`config.mk`:
```
export PLATFORM = sky130hd
export DESIGN_NAME = rlnb_ctrl
export DESIGN_NICKNAME = d
export VERILOG_FILES = /design/src/rtl/rlnb_pkg.sv /design/src/rtl/rlnb_ctrl.sv
export SDC_FILE = /design/constraint.sdc
export NUM_CORES = 1
export LEC_CHECK = 0
export BUFFER_PORTS_ARGS = -buffer_cell sky130_fd_sc_hd__buf_2
export CORE_AREA = 3 3 40 42
export CTS_CLUSTER_DIAMETER = 120
export CTS_CLUSTER_SIZE = 12
export DETAILED_ROUTE_END_ITERATION = 10
export DIE_AREA = 0 0 43 45
export GPL_ROUTABILITY_DRIVEN = 0
export PLACE_DENSITY = 0.76
export SKIP_LAST_GASP = 1
export SLEW_MARGIN = 20
export SYNTH_ARGS = -nofsm -noshare
export SYNTH_HDL_FRONTEND = slang
export SYNTH_SLANG_ARGS = --single-unit
```
`constraint.sdc`:
```
create_clock -name clk -period 1.9 [get_ports clk]
set_input_delay 0.38 -clock clk [delete_from_list [all_inputs] [get_ports clk]]
set_output_delay 0.38 -clock clk [all_outputs]
set_load 0.01 [all_outputs]
```
`src/rtl/rlnb_pkg.sv`:
```
package rlnb_pkg;

  localparam int AREAS      = 16;
  localparam int IDX_W      = 4;
  localparam int CW         = 32;
  localparam int SW         = CW - 1;
  localparam int DW         = CW + 2;
  localparam int SQW        = 2 * DW;
  localparam int SUMW       = SQW + 2;

  localparam int OFS_IDX    = 0;
  localparam int OFS_ONLINE = OFS_IDX + IDX_W;
  localparam int OFS_MIN_X  = OFS_ONLINE + 1;
  localparam int OFS_MIN_Y  = OFS_MIN_X + CW;
  localparam int OFS_MIN_Z  = OFS_MIN_Y + CW;
  localparam int OFS_SIZE_X = OFS_MIN_Z + CW;
  localparam int OFS_SIZE_Y = OFS_SIZE_X + SW;
  localparam int OFS_SIZE_Z = OFS_SIZE_Y + SW;
  localparam int OFS_POS_X  = OFS_SIZE_Z + SW;
  localparam int OFS_POS_Y  = OFS_POS_X + CW;
  localparam int OFS_POS_Z  = OFS_POS_Y + CW;
  localparam int IN_BITS    = OFS_POS_Z + CW;
  localparam int IN_DATA_W  = ((IN_BITS + 7) / 8) * 8;
  localparam int OUT_DATA_W = 8;

  localparam logic OP_WRITE = 1'b0;
  localparam logic OP_QUERY = 1'b1;

  typedef struct packed {
    logic             wr_en;
    logic             query_start;
    logic             issue;
    logic [IDX_W-1:0] rd_idx;
    logic             out_load;
    logic             out_query;
  } rlnb_cmd_t;

  typedef struct packed {
    logic pipe_busy;
  } rlnb_sts_t;

endpackage

```
`src/rtl/rlnb_ctrl.sv`:
```
module rlnb_ctrl (
  input  logic                clk,
  input  logic                rst_n,
  input  logic                in_valid,
  input  logic                in_op,
  output logic                in_ready,
  output logic                out_valid,
  input  logic                out_ready,
  input  rlnb_pkg::rlnb_sts_t sts,
  output rlnb_pkg::rlnb_cmd_t cmd
);
  import rlnb_pkg::*;

  typedef enum logic [1:0] {
    S_IDLE,
    S_SCAN,
    S_DRAIN,
    S_DONE
  } state_t;

  state_t           state_r, state_nxt;
  logic [IDX_W-1:0] cnt_r, cnt_nxt;
  logic             is_query_r, is_query_nxt;
  logic             out_valid_r, out_valid_nxt;
  logic             accept;
  logic             out_free;

  assign in_ready  = (state_r == S_IDLE);
  assign accept    = in_valid && in_ready;
  assign out_valid = out_valid_r;
  assign out_free  = !out_valid_r || out_ready;

  always_comb begin
    state_nxt     = state_r;
    cnt_nxt       = cnt_r;
    is_query_nxt  = is_query_r;
    out_valid_nxt = out_valid_r && !out_ready;
    cmd           = '0;
    cmd.rd_idx    = cnt_r;
    cmd.out_query = is_query_r;
    unique case (state_r)
      S_IDLE: begin
        if (accept) begin
          if (in_op == OP_QUERY) begin
            cmd.query_start = 1'b1;
            is_query_nxt    = 1'b1;
            cnt_nxt         = '0;
            state_nxt       = S_SCAN;
          end else begin
            cmd.wr_en    = 1'b1;
            is_query_nxt = 1'b0;
            state_nxt    = S_DONE;
          end
        end
      end
      S_SCAN: begin
        cmd.issue = 1'b1;
        if (cnt_r == IDX_W'(AREAS - 1)) begin
          state_nxt = S_DRAIN;
        end else begin
          cnt_nxt = cnt_r + 1'b1;
        end
      end
      S_DRAIN: begin
        if (!sts.pipe_busy) begin
          state_nxt = S_DONE;
        end
      end
      S_DONE: begin
        if (out_free) begin
          cmd.out_load  = 1'b1;
          out_valid_nxt = 1'b1;
          state_nxt     = S_IDLE;
        end
      end
      default: state_nxt = S_IDLE;
    endcase
  end

  always_ff @(posedge clk) begin
    if (!rst_n) begin
      state_r     <= S_IDLE;
      cnt_r       <= '0;
      is_query_r  <= 1'b0;
      out_valid_r <= 1'b0;
    end else begin
      state_r     <= state_nxt;
      cnt_r       <= cnt_nxt;
      is_query_r  <= is_query_nxt;
      out_valid_r <= out_valid_nxt;
    end
  end

endmodule

```
== After elaboration in Yosys (flattened, before gate mapping) ==
Index checks and enable logic that the tools add are counted.

* Output and inout port bits: 11
* Bits of input ports: 6
* Word-level logic and storage cells: 44
* Register bits: 8

* Eq/ne operators: 10
* $add $sub $neg: 1
* Mux-type cells: 19
* Reductions and logical operators: 10

{| class="wikitable"
|+ Operators by type and width
! kind !! count
|-
| $mux W2 || 7
|-
| $mux W4 || 3
|-
| $ne A2 B2 Y1 const B || 5
|-
| $pmux W2 S4 || 1
|-
| $pmux W4 S2 || 1
|-
| $reduce_and A4 Y1 || 2
|-
| $mux W1 || 7
|-
| $add A4 B1 Y4 const B || 1
|-
| $eq A2 B2 Y1 const B || 2
|-
| $eq A4 B4 Y1 const B || 1
|-
| $eq A2 B1 Y1 const B || 1
|-
| $logic_and A1 B1 Y1 || 2
|-
| $logic_not A1 Y1 || 2
|-
| $logic_not A2 Y1 || 1
|-
| $ne A2 B1 Y1 const B || 1
|-
| $reduce_and A2 Y1 || 1
|-
| $reduce_bool A2 Y1 || 1
|-
| $logic_or A1 B1 Y1 || 1
|}

== Logic depth before layout (Yosys ltp) ==
Gate-level depths: netlist of the first run.

* Word-level depth: 4
* Mapped depth: 5
* Gate-level depth less buffers: 5

== Worst setup path after synthesis of the first run ==
No wires, ideal clock.

* Kind: flip-flop to flip-flop
* From: register state_r[0]
* To: register cnt_r[3]
* Clock period less this slack: 1.538 ns
* Slack: 0.362 ns
* Setup time: 0.074 ns
* Required time: 1.826 ns
* Arrival: 1.464 ns
* Cell stages (with the launch flop): 6
* Buffers on the path: 0
* Cells stage by stage: dfxtp_1 > inv_1 > ha_1 > a21boi_0 > or4_4 > o211ai_2

* Longest elaborated chain between the ends: 4
* Elaborated cells between the ends (all ways): 9
* Classes of those cells: eq/ne (4); mux (1); reduce/logical (4)

{| class="wikitable"
|+ Ends and longest elaborated chain
! element !! RTL line !! text
|-
| start: declaration || rlnb_ctrl.sv:21 || <nowiki>state_t state_r, state_nxt;</nowiki>
|-
| start signal: assignment || rlnb_ctrl.sv:87 || <nowiki>state_r <= state_nxt;</nowiki>
|-
| $logic_not A2 Y1 * || rlnb_ctrl.sv:28 || <nowiki>assign in_ready = (state_r == S_IDLE);</nowiki>
|-
| net in_ready || rlnb_ctrl.sv:6 || <nowiki>output logic in_ready,</nowiki>
|-
| $logic_and A1 B1 Y1 || rlnb_ctrl.sv:29 || <nowiki>assign accept = in_valid && in_ready;</nowiki>
|-
| $ne A2 B1 Y1 (no line) || n/a ||
|-
| $reduce_and A4 Y1 (no line) || n/a ||
|-
| end signal: assignment || rlnb_ctrl.sv:88 || <nowiki>cnt_r <= cnt_nxt;</nowiki>
|-
| end: declaration || rlnb_ctrl.sv:22 || <nowiki>logic [IDX_W-1:0] cnt_r, cnt_nxt;</nowiki>
|}

Mark *: on every way through the listed nets, which the timed path passes. The rest lies on a longest branch.
A chain may end at the register's enable or synchronous reset.

==> results of run 1 <==
[per-stage QoR]
step	power [mW]	setup WS, ps	std cells
floorplan	0.474	362	61
finish	0.687	212	93
CTS	0.699	195	93
global placement	0.555	368	90
detailed placement	0.565	320	90
global route	0.753	91.9	93
[layout make-up]
type,count,area (um2),share of cell area
sequential,8,160,0.251
timing repair buffer,16,80.1,0.126
inverter,4,15.0,0.0236
clock buffer,3,22.5,0.0354
tap,15,18.8,0.0295
multi-input combinational,47,340,0.534
[flip-flops by register name (all words and copies together), names as in the netlist]
name	count
cnt_r	4
state_r	2
is_query_r	1
out_valid	1
[report_power, final]
part | switching [mW] | internal [mW] | total, mW
clock network | 0.0583 | 0.0723 | 0.131
registers | 0.0260 | 0.196 | 0.222
logic | 0.189 | 0.145 | 0.334
total | 0.273 | 0.414 | 0.687
[metal layers]
metal,track usage,vias to the layer above,wire (um)
met1,0.136,216,424
met2,0.219,11,556
met3,0.0598,0,60
met4,0.0181,0,0
li1,-,247,-
met5,0,-,0
[logic make-up after synthesis]
family,after synthesis,share of synthesized area
AO/OA/AOI/OAI,10,0.140
multiplexers,4,0.0760
buffers and inverters,6,0.0499
adder cells (fa/ha/maj),6,0.143
flip-flops,8,0.304
AND/OR/NAND/NOR,27,0.287
[how the worst max path moves through the flow]
stage                          start  endpoint  slack, ps  depth (start not counted)
after global placement    state_r[0]  cnt_r[3]        370                          5
final                     state_r[0]    cmd[7]        210                          5
after detailed placement  state_r[0]  cnt_r[3]        320                          5
after global routing      state_r[0]    cmd[7]         90                          5
after CTS                 state_r[0]    cmd[7]        190                          5
after floorplan           state_r[0]  cnt_r[3]        360                          5
[cell usage in the layout (no fill, tap or decap)]
| cell | n |
|---|---|
| o21a_1 | 1 |
| dfxtp_1 | 8 |
| clkbuf_4 | 3 |
| or4_4 | 1 |
| buf_2 | 16 |
| a22oi_1 | 1 |
| nand3b_1 | 2 |
| nor2b_1 | 4 |
| inv_1 | 3 |
| nor2_1 | 1 |
| a21boi_0 | 2 |
| nand3_1 | 3 |
| o211ai_2 | 1 |
| nor4b_1 | 1 |
| and3_1 | 1 |
| o21ai_0 | 3 |
| inv_2 | 1 |
| ha_1 | 6 |
| nand2_1 | 9 |
| nand4_1 | 1 |
| nor3b_1 | 1 |
| nand2b_1 | 3 |
| mux2i_1 | 4 |
| o21bai_1 | 1 |
| o2111ai_1 | 1 |
[tightest hold or removal path, cell delays in order, from the launching register on]
cell and delay (ps):
dfxtp_1 300, nand2_1 40, a21boi_0 70
==> results.sh, run 1 <==
export IMPL_status="completed"
export IMPL_cts_root_buf="clkbuf_4"
export IMPL_ant_nets=0
export IMPL_ir_worst_vdd_uv=556
export IMPL_final_nets=92
export IMPL_cp_arrival_ps=1310
export IMPL_period_share=0.889
export IMPL_grt_start_max_net_pins=15
export IMPL_path_class="reg -> out"
export IMPL_drt_iter0_markers=5
export IMPL_diodes=0
export IMPL_leakage_nw=0.312
export IMPL_synth_nets=73
export IMPL_crit_chain="inv_1 -> ha_1 -> nand3_1 -> inv_1 -> buf_2"
export IMPL_critPathTopFamily="flip-flops"
export IMPL_slew_violations=0
export IMPL_n_fill_cell=134
export IMPL_hp_class="reg -> reg"
export IMPL_r2r_start="state_r[0]"
export IMPL_hold_depth=2
export IMPL_stdcell_area_um2=637
export IMPL_post_route_util=0.496
export IMPL_cts_sink_count=8
export IMPL_end_kind="output port"
export IMPL_ys_ff_latch=8
export IMPL_area_growth_pct=20.9
export IMPL_synth_top_area_frac=0.304
export IMPL_synth_edf_count=0
export IMPL_netlist_top_cells_area="dfxtp_1 (30%), ha_1 (14%), mux2i_1 (7.6%)"
export IMPL_start_util=0.410
export IMPL_r2r_cells=5
export IMPL_die_height_um=45
export IMPL_finalSetupTns_ps=0
export IMPL_reg2reg_slack_ps=320
export IMPL_wl_um=1040
export IMPL_antenna_found_initial=0
export IMPL_finalHoldViolCount=0
export IMPL_dp_hpwl_um=836
export IMPL_cpMaxStageDelayCell="dfxtp_1"
export IMPL_seq_area_frac_synth=0.304
export IMPL_yosysMostFrequentCell="nand2_1"
export IMPL_synthCells=61
export IMPL_cts_buffers=3
export IMPL_row_count=13
export IMPL_whs_endpoint="is_query_r"
export IMPL_ios=17
export IMPL_start_kind="register"
export IMPL_yosys_area_top_type="dfxtp_1"
export IMPL_drc_errors=0
export IMPL_worstPathMaxFanout=6
export IMPL_synth_avg_cell_area_um2=8.64
export IMPL_max_clock_path_buffers=2
export IMPL_setup_viol=0
export IMPL_grt_pass1_vias=436
export IMPL_ys_warn_count=0
export IMPL_worst_slew_margin_rel=0.685
export IMPL_rsz0062_at_grt="no"
export IMPL_cp_required_ps=1520
export IMPL_post_route_min_period_ps=1690
export IMPL_dr_pass1_iters=2
export IMPL_portBuffers=16
export IMPL_core_um2=1280
export IMPL_die_area_um2=1940
export IMPL_dr_total_vias=474
export IMPL_worstPathBufferInverterCount=3
export IMPL_htreeDepth=1
export IMPL_cpPeakStageDelay_ps=370
export IMPL_gr_total_overflow=0
export IMPL_grt_pass1_wl_um=1810
export IMPL_whs_ps=465
export IMPL_hold_start="is_query_r"
export IMPL_holdBufCountCts=0
export IMPL_placed_area_um2=614
export IMPL_r2r_end="cnt_r[3]"
export IMPL_async_reset_ff_frac=0
export IMPL_cts_setup_buffers=0
export IMPL_wl_per_cell_um=11.2
export IMPL_netlist_top_cells_count="nand2_1 (9), dfxtp_1 (8), ha_1 (6)"
export IMPL_synth_flop_cell="dfxtp_1"
export IMPL_tightestPinTransition_ps=472
export IMPL_yosysUniqueCellTypes=25
export IMPL_clkTransAtPathRegs_ps=60
export IMPL_fin_worst_skew_ps=2.57
export IMPL_vias_per_cell=5.10
export IMPL_cp_common_cell="inv_1"
export IMPL_syn_cell_area_um2=527
export IMPL_post_cts_resized=0
export IMPL_drive_above_1_share=0.282
export IMPL_cap_violations=0
export IMPL_insertion_delay_ps=250
export IMPL_power_density_nw_per_um2=1080
export IMPL_cts_tree="done"
export IMPL_fmax_ghz=0.592
export IMPL_track_usage=0.123
export IMPL_die_x_um=43
Note: power is estimated with default switching activity, not from simulation.
==> run 2, diff against run 1 <==
Settings changed: RECOVER_POWER set to 50.
==> run 2 against run 1 <==
Against the previous run: clock skew is 1.9 ps lower; wire length shrank 0.67%; utilization shrank 0.58 points; fmax hardly changed; critical endpoint unchanged; largest power group unchanged.
==> results.sh, run 2 (synthesized netlist as in run 1, its figures left out) <==
export IMPL_grt_start_max_net_pins=15
export IMPL_p_switching_mw=0.272
export IMPL_diodes=0
export IMPL_p_clk_frac=0.190
export IMPL_period_share=0.889
export IMPL_largest_reg_flops=4
export IMPL_ios=17
export IMPL_rsz0062_at_grt="no"
export IMPL_gr_total_overflow=0
export IMPL_finalSetupTns_ps=0
export IMPL_placed_cells=90
export IMPL_fin_cells=93
export IMPL_crit_chain="inv_1 -> ha_1 -> nand3_1 -> inv_1 -> buf_2"
export IMPL_cpMaxStageDelayCell="dfxtp_1"
export IMPL_ant_nets=0
export IMPL_die_x_um=43
export IMPL_dp_hpwl_um=836
export IMPL_status="completed"
export IMPL_cts_root_buf="clkbuf_4"
export IMPL_dp_slack_ps=320
export IMPL_dr_total_vias=476
export IMPL_htreeDepth=1
export IMPL_drive_above_1_share=0.192
export IMPL_worst_slew_margin_rel=0.691
export IMPL_insertion_delay_ps=250
export IMPL_cts_setup_buffers=0
export IMPL_cp_depth=5
export IMPL_final_nets=92
export IMPL_path_class="reg -> out"
export IMPL_final_common_cell="buf_2"
export IMPL_drt_iter0_markers=4
export IMPL_leakage_nw=0.286
export IMPL_vias_per_cell=5.12
export IMPL_cp_arrival_ps=1310
export IMPL_setup_viol=0
export IMPL_portBuffers=16
export IMPL_internal_power_mw=0.411
export IMPL_worstPathBufferInverterCount=3
export IMPL_row_count=13
export IMPL_swShare=0.399
export IMPL_grt_pass1_vias=436
export IMPL_post_route_min_period_ps=1690
export IMPL_end_kind="output port"
export IMPL_cap_violations=0
export IMPL_fmax_ghz=0.592
export IMPL_critPathTopFamily="flip-flops"
export IMPL_core_um2=1280
export IMPL_track_usage=0.123
export IMPL_mostFrequentLayoutCells="buf_2 (10), nand2_1 (9), dfxtp_1 (8)"
export IMPL_max_clock_path_buffers=2
export IMPL_clkTransAtPathRegs_ps=50
export IMPL_area_growth_pct=19.5
export IMPL_wl_um=1030
export IMPL_antenna_found_initial=0
export IMPL_r2r_cells=5
export IMPL_finalHoldViolCount=0
export IMPL_cpPeakStageDelay_ps=370
export IMPL_cts_buffers=3
export IMPL_power_density_nw_per_um2=1080
export IMPL_cts_tree="done"
export IMPL_p_total_mw=0.683
export IMPL_worst_slack_ps=211
export IMPL_slew_violations=0
export IMPL_reg_top3="cnt_r (4), state_r (2)"
export IMPL_worstPathMaxFanout=6
export IMPL_top_register="cnt_r"
export IMPL_grt_pass1_wl_um=1810
export IMPL_dr_pass1_iters=4
export IMPL_reg2reg_slack_ps=310
export IMPL_start_util=0.410
export IMPL_drc_errors=0
export IMPL_p_comb_frac=0.484
export IMPL_n_fill_cell=139
export IMPL_ir_worst_vdd_uv=554
export IMPL_cp_common_cell="inv_1"
export IMPL_start_kind="register"
export IMPL_cp_required_ps=1520
export IMPL_fin_worst_skew_ps=0.641
export IMPL_hold_depth=2
export IMPL_die_height_um=45
export IMPL_holdBufCountCts=0
export IMPL_hp_class="reg -> reg"
export IMPL_post_cts_resized=0
export IMPL_tightestPinTransition_ps=464
export IMPL_wl_per_cell_um=11.1
export IMPL_cts_sink_count=8
export IMPL_p_seq_frac=0.326
export IMPL_die_area_um2=1940
[run 2: final timing paths]
path / from / to
min reg2reg: is_query_r / is_query_r
max: state_r[0] / cmd[7]
max reg2reg: state_r[0] / cnt_r[3]
min: is_query_r / is_query_r
[run 2: layout make-up]
cell class | instances | area [um2] | area share
multi-input combinational | 47 | 340 | 0.541
sequential | 8 | 160 | 0.254
timing repair buffer | 16 | 72.6 | 0.115
clock buffer | 3 | 22.5 | 0.0358
tap | 15 | 18.8 | 0.0298
inverter | 4 | 15.0 | 0.0239
[run 2: power by group through the flow]
stage,clock network [mW],registers [mW],logic (mW)
3_3_place_gp,0,0.223,0.332
5_1_grt,0.143,0.227,0.378
6_report,0.130,0.222,0.331
4_1_cts,0.136,0.222,0.341
3_5_place_dp,0,0.225,0.340
2_1_floorplan,0,0.223,0.251
[run 2: worst register-to-register path, stage by stage (launching register included)]
cell and delay [ps]:
dfxtp_1 370, inv_1 100, ha_1 250, a21boi_0 180
or4_4 540, o211ai_2 80
[run 2: per-stage QoR]
stage	hold slack (ps)	util	instance area, um2
after floorplan	444	-	527
after global placement	451	0.478	614
after detailed placement	466	0.478	614
after CTS	459	0.496	637
after global routing	482	0.490	629
final	466	0.490	629
[run 2: layer usage]
layer  global-route usage  vias up  wire [um]
li1                     -      247          -
met1                0.136      217        407
met2                0.219       10        553
met3               0.0598        2         67
met4               0.0181        0          6
met5                    0        -          0
==> run 3, diff against run 2 <==
Settings changed: CTS_CLUSTER_DIAMETER 120 to 200.
Clock period 1.9 ns to 1.6 ns, I/O delays scaled along.
==> run 3 against run 2 <==
Against the previous run: sequential power rose by 20%; critical endpoint is now cnt_r[3]; critical path type is now reg -> reg; first-iteration DRC count fell by 25%; combinational power rose by 39%; total power rose by 29%; die area did not move; non-clock buffer count rose by 1; clock power rose by 20%; clock skew rose by 1.5 ps; wire length rose by 6.0%; global-route usage rose by 0.41 points; utilization rose by 2.1 points.
==> results.sh, run 3 (synthesized netlist as in run 1, its figures left out) <==
export IMPL_post_cts_resized=2
export IMPL_setup_viol=0
export IMPL_cts_buffers=3
export IMPL_slew_violations=0
export IMPL_worstPathMaxFanout=6
export IMPL_row_count=13
export IMPL_start_kind="register"
export IMPL_cp_required_ps=1780
export IMPL_hp_class="in -> reg"
export IMPL_worst_slew_margin_rel=0.767
export IMPL_cpMaxStageDelayCell="or4_4"
export IMPL_max_clock_path_buffers=2
export IMPL_grt_start_max_net_pins=15
export IMPL_p_switching_mw=0.351
export IMPL_cts_tree="done"
export IMPL_mostFrequentLayoutCells="buf_2 (10), nand2_1 (9), dfxtp_1 (8)"
export IMPL_final_common_cell="buf_2"
export IMPL_dp_hpwl_um=836
export IMPL_cp_startpoint="state_r[0]"
export IMPL_reg2reg_slack_ps=100
export IMPL_die_area_um2=1940
export IMPL_final_nets=93
export IMPL_dr_total_vias=489
export IMPL_regArea_um2=160
export IMPL_p_clk_frac=0.176
export IMPL_r2r_end="cnt_r[3]"
export IMPL_antenna_found_initial=0
export IMPL_hold_start="out_ready"
export IMPL_die_x_um=43
export IMPL_swShare=0.398
export IMPL_cap_violations=0
export IMPL_crit_chain="inv_2 -> ha_4 -> a21boi_0 -> or4_4 -> o211ai_2"
export IMPL_ir_worst_vdd_uv=702
export IMPL_internal_power_mw=0.530
export IMPL_wl_um=1100
export IMPL_drive_above_1_share=0.278
export IMPL_ant_nets=0
export IMPL_post_route_min_period_ps=1500
export IMPL_holdBufCountCts=0
export IMPL_dr_pass1_iters=3
export IMPL_grt_pass1_vias=457
export IMPL_top_register="cnt_r"
export IMPL_end_kind="register"
export IMPL_tightestPinTransition_ps=346
export IMPL_cts_sink_count=8
export IMPL_p_seq_frac=0.302
export IMPL_htreeDepth=1
export IMPL_portBuffers=16
export IMPL_worst_slack_ps=95.7
export IMPL_largest_reg_flops=4
export IMPL_finalHoldViolCount=0
export IMPL_path_class="reg -> reg"
export IMPL_critPathTopFamily="simple AND/OR/NAND/NOR gates"
export IMPL_vias_per_cell=5.20
export IMPL_diodes=0
export IMPL_die_height_um=45
export IMPL_whs_endpoint="out_valid"
export IMPL_power_density_nw_per_um2=1340
export IMPL_status="completed"
export IMPL_leakage_nw=0.292
export IMPL_post_route_util=0.511
export IMPL_drt_iter0_markers=3
export IMPL_gr_total_overflow=0
export IMPL_worstPathBufferInverterCount=1
export IMPL_ios=17
export IMPL_rsz0062_at_grt="no"
export IMPL_track_usage=0.127
export IMPL_r2r_cells=5
export IMPL_r2r_start="state_r[0]"
export IMPL_drc_errors=0
export IMPL_hold_depth=3
export IMPL_cts_root_buf="clkbuf_4"
export IMPL_fmax_ghz=0.665
export IMPL_insertion_delay_ps=250
export IMPL_reg_top3="cnt_r (4), state_r (2)"
export IMPL_p_total_mw=0.881
export IMPL_cts_setup_buffers=0
export IMPL_dp_slack_ps=18.0
export IMPL_clkTransAtPathRegs_ps=60
export IMPL_cpPeakStageDelay_ps=540
export IMPL_cp_arrival_ps=1690
export IMPL_wl_per_cell_um=11.7
export IMPL_n_fill_cell=144
export IMPL_finalSetupTns_ps=0
export IMPL_p_comb_frac=0.521
export IMPL_multiInputGateArea_um2=360
export IMPL_grt_pass1_wl_um=1850
export IMPL_period_share=0.940
export IMPL_start_util=0.410
export IMPL_core_um2=1280
export IMPL_fin_worst_skew_ps=2.18
export IMPL_area_growth_pct=24.7
## run 3: changes by cell type in the layout (fill, tap and decap cells not counted), sizes merged
cell / change
buf: +1
## run 3: power groups by stage
stage | Sequential, mW | Clock, mW | Combinational, mW
finish | 0.267 | 0.156 | 0.459
global route | 0.272 | 0.173 | 0.522
CTS | 0.262 | 0.163 | 0.431
detailed placement | 0.267 | 0 | 0.420
global placement | 0.264 | 0 | 0.410
floorplan | 0.265 | 0 | 0.298
## run 3: layout make-up
| type | instances | area share |
|---|---|---|
| well taps | 15 | 0.0286 |
| repair buffers | 17 | 0.122 |
| clock buffers | 3 | 0.0343 |
| flip-flops and latches | 8 | 0.244 |
| inverters | 4 | 0.0229 |
| multi-input cells | 47 | 0.549 |
## run 3: stage by stage
step / instance area [um2] / std cells / hold WS [ps]
global placement: 622 / 91 / 449
finish: 657 / 94 / 404
global route: 657 / 94 / 422
floorplan: 527 / 61 / 444
detailed placement: 622 / 91 / 459
CTS: 652 / 94 / 395
## run 3: worst min-delay path, stage by stage
cell	delay (ps)
buf_2	90
nor2b_1	50
o21a_1	160
## run 3: routing by layer
metal  vias up  GRT usage  routed length [um]
li1        252          -                   -
met5         -          0                   0
met3         0     0.0598                  68
met2        10      0.225                 546
met1       227      0.135                 481
met4         0     0.0361                   0
## run 3: worst max-delay path by stage
stage	slack (ps)	to	depth (start not counted)
after floorplan	60	cnt_r[3]	5
after global placement	70	cnt_r[3]	5
after detailed placement	20	cnt_r[3]	5
after CTS	30	cmd[7]	5
after global routing	20	cmd[7]	5
final	100	cnt_r[3]	5
